==> src/design/locg_pkg.sv <==
// shared types, codes and the cos/sin table of the lidar occupancy grid
// no dependencies; used by every module of the block
package locg_pkg;

   localparam int REQ_TDATA_W = 40;
   localparam int RSP_TDATA_W = 24;
   localparam int CSR_ADDR_W = 3;
   localparam int CSR_DATA_W = 16;
   localparam int COORD_W = 20;
   localparam int QUEUE_DEPTH = 2;
   localparam int TRIG_ENTRIES = 256;
   localparam int TRIG_W = 17;
   localparam int TAYLOR_TERMS = 15;

   localparam logic [CSR_ADDR_W-1:0] CSR_RANGE_LIMIT = 3'd0;
   localparam logic [CSR_ADDR_W-1:0] CSR_THRESHOLD = 3'd1;
   localparam logic [CSR_ADDR_W-1:0] CSR_CENTER_WEIGHT = 3'd2;
   localparam logic [CSR_ADDR_W-1:0] CSR_EDGE_WEIGHT = 3'd3;
   localparam logic [CSR_ADDR_W-1:0] CSR_CORNER_WEIGHT = 3'd4;

   typedef enum logic [1:0] {
      OP_CLEAR = 2'd0,
      OP_SAMPLE = 2'd1,
      OP_READ = 2'd2
   } opcode_type;

   typedef enum logic [1:0] {
      CMD_NONE = 2'd0,
      CMD_CLEAR = 2'd1,
      CMD_PLOT = 2'd2,
      CMD_READ = 2'd3
   } cmd_kind_type;

   // command from front to back: hit cell of a sample, or the cell to read
   typedef struct packed {
      cmd_kind_type kind;
      logic signed [COORD_W-1:0] x;
      logic signed [COORD_W-1:0] y;
   } grid_cmd_type;

   typedef struct packed {
      logic [15:0] threshold;
      logic [7:0] center;
      logic [7:0] edge_w;
      logic [7:0] corner;
   } cfg_weights_type;

   // each entry: sin in the upper half, cos in the lower, both signed q1.15
   typedef logic [TRIG_ENTRIES-1:0][2*TRIG_W-1:0] trig_tab_type;

   localparam logic [63:0] Q28_ONE = 64'd268435456;
   localparam logic [63:0] PI_Q28 = 64'd843314857;

   // n*(n+1) divisors of the cosine and sine series
   localparam logic [63:0] COS_DIV [TAYLOR_TERMS] = '{
      64'd2, 64'd12, 64'd30, 64'd56, 64'd90, 64'd132, 64'd182, 64'd240,
      64'd306, 64'd380, 64'd462, 64'd552, 64'd650, 64'd756, 64'd870};
   localparam logic [63:0] SIN_DIV [TAYLOR_TERMS] = '{
      64'd6, 64'd20, 64'd42, 64'd72, 64'd110, 64'd156, 64'd210, 64'd272,
      64'd342, 64'd420, 64'd506, 64'd600, 64'd702, 64'd812, 64'd930};

   function automatic logic signed [TRIG_W-1:0] q28_to_q15(input logic signed [63:0] v);
      logic neg;
      logic [63:0] mag;
      neg = v[63];
      mag = neg ? 64'(-v) : 64'(v);
      mag = (mag + 64'd4096) >> 13;
      if (mag > 64'd32768) begin
         mag = 64'd32768;
      end
      return neg ? -$signed(mag[TRIG_W-1:0]) : $signed(mag[TRIG_W-1:0]);
   endfunction

   function automatic logic signed [63:0] taylor(input logic [63:0] first,
                                                 input logic [63:0] t2,
                                                 input logic is_sin);
      logic [63:0] term;
      logic signed [63:0] sum;
      term = first;
      sum = $signed(first);
      for (int k = 0; k < TAYLOR_TERMS; k++) begin
         if (is_sin) begin
            term = ((term * t2) >> 28) / SIN_DIV[k];
         end else begin
            term = ((term * t2) >> 28) / COS_DIV[k];
         end
         if ((k % 2) == 0) begin
            sum = sum - $signed(term);
         end else begin
            sum = sum + $signed(term);
         end
      end
      return sum;
   endfunction

   function automatic trig_tab_type build_trig_tab();
      trig_tab_type tab;
      logic [63:0] theta;
      logic [63:0] t2;
      logic flip;
      logic signed [TRIG_W-1:0] c;
      logic signed [TRIG_W-1:0] s;
      for (int i = 0; i < TRIG_ENTRIES; i++) begin
         theta = (64'(i) * 64'd314 * Q28_ONE + 64'd9000) / 64'd18000;
         flip = 1'b0;
         if (theta >= PI_Q28) begin
            theta = theta - PI_Q28;
            flip = 1'b1;
         end
         t2 = (theta * theta) >> 28;
         c = q28_to_q15(taylor(Q28_ONE, t2, 1'b0));
         s = q28_to_q15(taylor(theta, t2, 1'b1));
         if (flip) begin
            c = -c;
            s = -s;
         end
         tab[i] = {s, c};
      end
      return tab;
   endfunction

   localparam trig_tab_type TRIG_TAB = build_trig_tab();

endpackage

==> src/design/locg_queue.sv <==
// two-entry command queue between front and back end
// depends on locg_pkg
module locg_queue (
   input  logic clock,
   input  logic reset,
   input  logic push,
   input  locg_pkg::grid_cmd_type din,
   output logic full,
   input  logic pop,
   output logic valid,
   output locg_pkg::grid_cmd_type dout
);

   localparam int PTR_W = $clog2(locg_pkg::QUEUE_DEPTH);
   localparam int CNT_W = $clog2(locg_pkg::QUEUE_DEPTH + 1);

   locg_pkg::grid_cmd_type entry_ff [locg_pkg::QUEUE_DEPTH];
   logic [PTR_W-1:0] wr_ptr_ff, rd_ptr_ff;
   logic [CNT_W-1:0] count_ff, count_in;

   assign full = count_ff == CNT_W'(locg_pkg::QUEUE_DEPTH);
   assign valid = count_ff != '0;
   assign dout = entry_ff[rd_ptr_ff];

   always_comb begin
      count_in = count_ff;
      if (push && !pop) begin
         count_in = count_ff + 1'b1;
      end else if (pop && !push) begin
         count_in = count_ff - 1'b1;
      end
   end

   always_ff @(posedge clock) begin
      if (reset) begin
         wr_ptr_ff <= '0;
         rd_ptr_ff <= '0;
         count_ff <= '0;
      end else begin
         count_ff <= count_in;
         if (push) begin
            wr_ptr_ff <= wr_ptr_ff + 1'b1;
         end
         if (pop) begin
            rd_ptr_ff <= rd_ptr_ff + 1'b1;
         end
      end
   end

   always_ff @(posedge clock) begin
      if (push) begin
         entry_ff[wr_ptr_ff] <= din;
      end
   end

endmodule

==> config.mk <==
export PLATFORM = sky130hd
export DESIGN_NAME = locg_queue
export DESIGN_NICKNAME = d
export VERILOG_FILES = /design/src/design/locg_pkg.sv /design/src/design/locg_queue.sv
export SDC_FILE = /design/constraint.sdc
export NUM_CORES = 1
export LEC_CHECK = 0
export BUFFER_PORTS_ARGS = -buffer_cell sky130_fd_sc_hd__buf_2
export CAP_MARGIN = 5
export CORE_MARGIN = 1.5
export CORE_UTILIZATION = 50
export CTS_BUF_LIST = sky130_fd_sc_hd__clkbuf_2
export DETAILED_ROUTE_END_ITERATION = 16
export GPL_TIMING_DRIVEN = 0
export PLACE_DENSITY_LB_ADDON = 0.08
export SYNTH_ARGS = -nofsm -noshare
export SYNTH_HDL_FRONTEND = slang
export SYNTH_SLANG_ARGS = --single-unit
==> constraint.sdc <==
create_clock -name clock -period 3.7 [get_ports clock]
set_clock_uncertainty 0.15 [all_clocks]
set_input_delay 0.185 -clock clock [delete_from_list [all_inputs] [get_ports clock]]
set_output_delay 0.185 -clock clock [all_outputs]
set_load 0.01 [all_outputs]
* Word level (Yosys, flattened, before mapping)
Memories as Yosys holds them, arrays and structs flattened. A register that Yosys moved wholly into a read port is not among the register bits.
Index checks and enable logic that the tools add are counted.
** Storage, ports and cells
- Register bits :: 4
- Memory bits (writable) :: 84
- Input bits :: 46
- Output and inout bits :: 44
- Logic and storage cells :: 21
- Memories kept :: 1
** Operators by class
- $add $sub $neg :: 4
- Equality and inequality tests :: 1
- Mux-type cells :: 6
- Reduce and logical (&&, ||, !) cells :: 6
** Memory list
- entry_ff :: words 2, bits a word 42, read ports 1, clocked after Yosys merged registers in 1, write ports 1, line locg_queue.sv:17 : locg_pkg::grid_cmd_type entry_ff [locg_pkg::QUEUE_DEPTH];
** Operators with widths (count)
- 1-bit two-way mux :: 4
- 2-bit two-way mux :: 2
- 2-bit nonzero test :: 2
- 1-bit adder, second input constant :: 2
- 2-bit by 1-bit adder with 2-bit output, second input constant :: 1
- 2-bit == test, second input constant :: 1
- 1-bit logical AND :: 2
- 1-bit logical NOT :: 2
- 2-bit by 1-bit subtractor with 2-bit output, second input constant :: 1

* Depth between registers and ports, before layout
- Word-level depth :: 4
- Mapped depth :: 5
- Depth with buffers taken out :: 5

* Worst setup path before layout
No wires, ideal clock.
- Path type :: register to register
- From :: register wr_ptr_ff
- To :: memory entry_ff[0][0] (netlist name), enable pin
- Library setup time :: 0.446 ns
- Data arrival time :: 2.207 ns
- Data required time :: 3.104 ns
- Slack :: 0.897 ns
- Cell stages (with the launch flop) :: 2
- Path buffers :: 0
- Clock period less this slack :: 2.803 ns
- Cells stage by stage :: dfxtp_1 nor2b_1
** RTL lines
- from (decl) :: line locg_queue.sv:18 : logic [PTR_W-1:0] wr_ptr_ff, rd_ptr_ff;
- from (signal assigned) :: line locg_queue.sv:42 : wr_ptr_ff <= wr_ptr_ff + 1'b1;
- to (decl) :: line locg_queue.sv:17
Straight into the memory's write port.

==> reports/qor.txt <==
Synth Area per Inst: 21.2 µm²
WL/cell: 14.0 µm
Commonest non-fill, non-tap cell in the layout: buf_2
Cell Pwr Density: 449 nW/µm²
CP Launch Type: flip-flop
Final wirelength: 5370 µm
H-tree Lvls: 3
FF+latch count, synth: 89
Net Count, Synth: 200
Fin cells: 383
Post-DRT Antenna Nets: 0
Max rail drop VDD: 0.316 mV
Critical path class: reg -> out
# DRC: 0
CTS tree: built
Row cnt: 29
Slowest stage delay, CP: 350 ps
Layout cell share with drive strength beyond 1: 51.0%
CTS Sinks: 89
First-pass GRT wire length: 8820 µm
N_diodes: 0
Vias in the first global route: 1879
Vias per cell: 4.81
Hold Buf Count CTS: 48
Yosys top cell by area: edfxtp_1
CP max-delay cell: mux2_2
HP Class: in -> reg
Fillers: 474
Clock slew at reported path FFs: 210 ps
# setup viols final: 0
Worst R2R Setup Slack: 1980 ps
Setup_tns: 0 ps
Req. time, crit path: 3370 ps
Fin crit share: 54.9%
Final Critical Period: 2030 ps
CTS-repair resized insts: 0
Worst setup margin: 1670 ps
Max Cap Viol: 0
GRT overflow: 0
Final Hold Fails: 0
Syn Inst Count: 153
Clock latency on the worst-skew pair: 500 ps
Share of the synthesized area in the top cell type: 77.8%
Measured slew at the worst slew-check pin: 429 ps
RSZ-0062 raised after global routing: no
Commonest cells after routing, fill and taps aside: buf_2 (90), edfxtp_1 (84), dlygate4sd3_1 (48), mux2_2 (42), clkbuf_2 (10)
Dpl cells: 321
All-layer global routing usage: 16.6%
HPWL after DPL: 3250 µm
Via count: 1841
Slew HR: 71.3%
Crit end category: output pin
Crit-path max FO: 10
Die Area: 6970 µm²
Utilization after layout: 70.2%
DIE WIDTH: 83.5 µm
DR pass1 iterations: 6
Die height: 83.5 µm
IO Port Bufs: 89
Hold WS: 239 ps
LEAKAGE: 1.72 nW
Max-slew violations: 0
Layout net count: 350
Top-Level Pins: 90
CTS Root Cell: clkbuf_2
Cell mode on critical path: buf_2
Dpl ws: 2150 ps
Area contributors post-synth: edfxtp_1 (78%), mux2_2 (15%), dfxtp_1 (3.1%), buf_4 (0.93%), xnor2_1 (0.54%)
Ordered list of cells on the worst path: buf_2 -> buf_4 -> mux2_2 -> buf_2
Synth warn: 0
Initial antenna violation count: 0
Netlist Area Pre-Place: 3240 µm²
CTS Buf Count: 9
Max Clock Freq: 492 MHz
Yosys cell types: 17
CP arrival: 1700 ps
Drt first-iter violations: 60
Setup Fix Bufs, Post-CTS: 0
Sequential fraction of the synthesis area: 80.9%
Area of the core: 6310 µm²
Initial Util: 51.3%
Placer Congestion: 0.723
Syn-to-layout area delta: 36.8%
Status: finished clean
Largest net degree at the start of global routing: 31
CTS Buffer Depth: 2
[power by group]
group	total (mW)	switching, mW	internal [mW]
Clock	0.508	0.290	0.217
Combinational	0.296	0.134	0.162
Sequential	1.19	0.0157	1.17
[worst paths after layout]
| kind | startpoint | endpoint | cells past startpoint |
|---|---|---|---|
| setup reg to reg | count_ff[0] | count_ff[1] | 4 |
| hold reg to reg | count_ff[1] | count_ff[1] | 2 |
| hold / removal | din[19] | entry_ff[0][19] | 2 |
| setup / recovery | flip-flop | dout[27] | 4 |
[stage by stage]
stage          cell area (µm²)  total power [mW]
2_1_floorplan             3240              1.35
3_3_place_gp              3780              1.46
3_5_place_dp              3830              1.46
4_1_cts                   4430              2.01
5_1_grt                   4430              2.07
6_report                  4430              1.99
[cell type report]
cell class              count  area [µm²]  area share (%)
inverters                   1        3.75          0.0847
clock buffers              10        50.0            1.13
clock inverters             4        70.1            1.58
plain buffers               5        35.0           0.791
multi-input cells          58         588            13.3
well taps                  77        96.3            2.17
flip-flops and latches     89        2620            59.2
repair buffers            139         966            21.8
[state kept, by name, indices dropped and copies added (netlist names), named ones only]
name,cells
rd_ptr_ff,1
entry_ff,84
count_ff,2
wr_ptr_ff,1
[cell usage after synthesis (all sizes together)]
| cell type | n |
|---|---|
| a21oi | 1 |
| and2 | 1 |
| and2b | 1 |
| buf | 5 |
| dfxtp | 5 |
| edfxtp | 84 |
| ha | 1 |
| inv | 1 |
| mux2 | 42 |
| nor2 | 4 |
| nor2b | 1 |
| o21ai | 1 |
| or2 | 1 |
| or3 | 1 |
| xnor2 | 2 |
| xor2 | 2 |
[kinds of logic (layout without fill, tap and decap cells)]
family	Yosys count	in the layout	synth area share (%)
flip-flops	89	89	80.9
multiplexers	42	42	14.6
AND/OR/NAND/NOR	9	9	1.51
buffers and inverters	6	159	1.20
XOR/XNOR	4	4	1.08
AO/OA/AOI/OAI	2	2	0.309
adder cells (fa/ha/maj)	1	1	0.386
[worst max-delay path, delay by kind of cell, from the launching register on]
kind | cells | cell delay, ps
buffers and inverters | 3 | 510
flip-flops | 1 | 340
multiplexers | 1 | 350
[metal layers]
metal	wire length [µm]	GRT usage (%)	vias up
met4	102	8.49	0
li1	-	-	894
met3	263	4.06	10
met5	0	0	-
met1	2290	21.0	883
met2	2710	26.8	54
(Power assumes the default switching activity.)
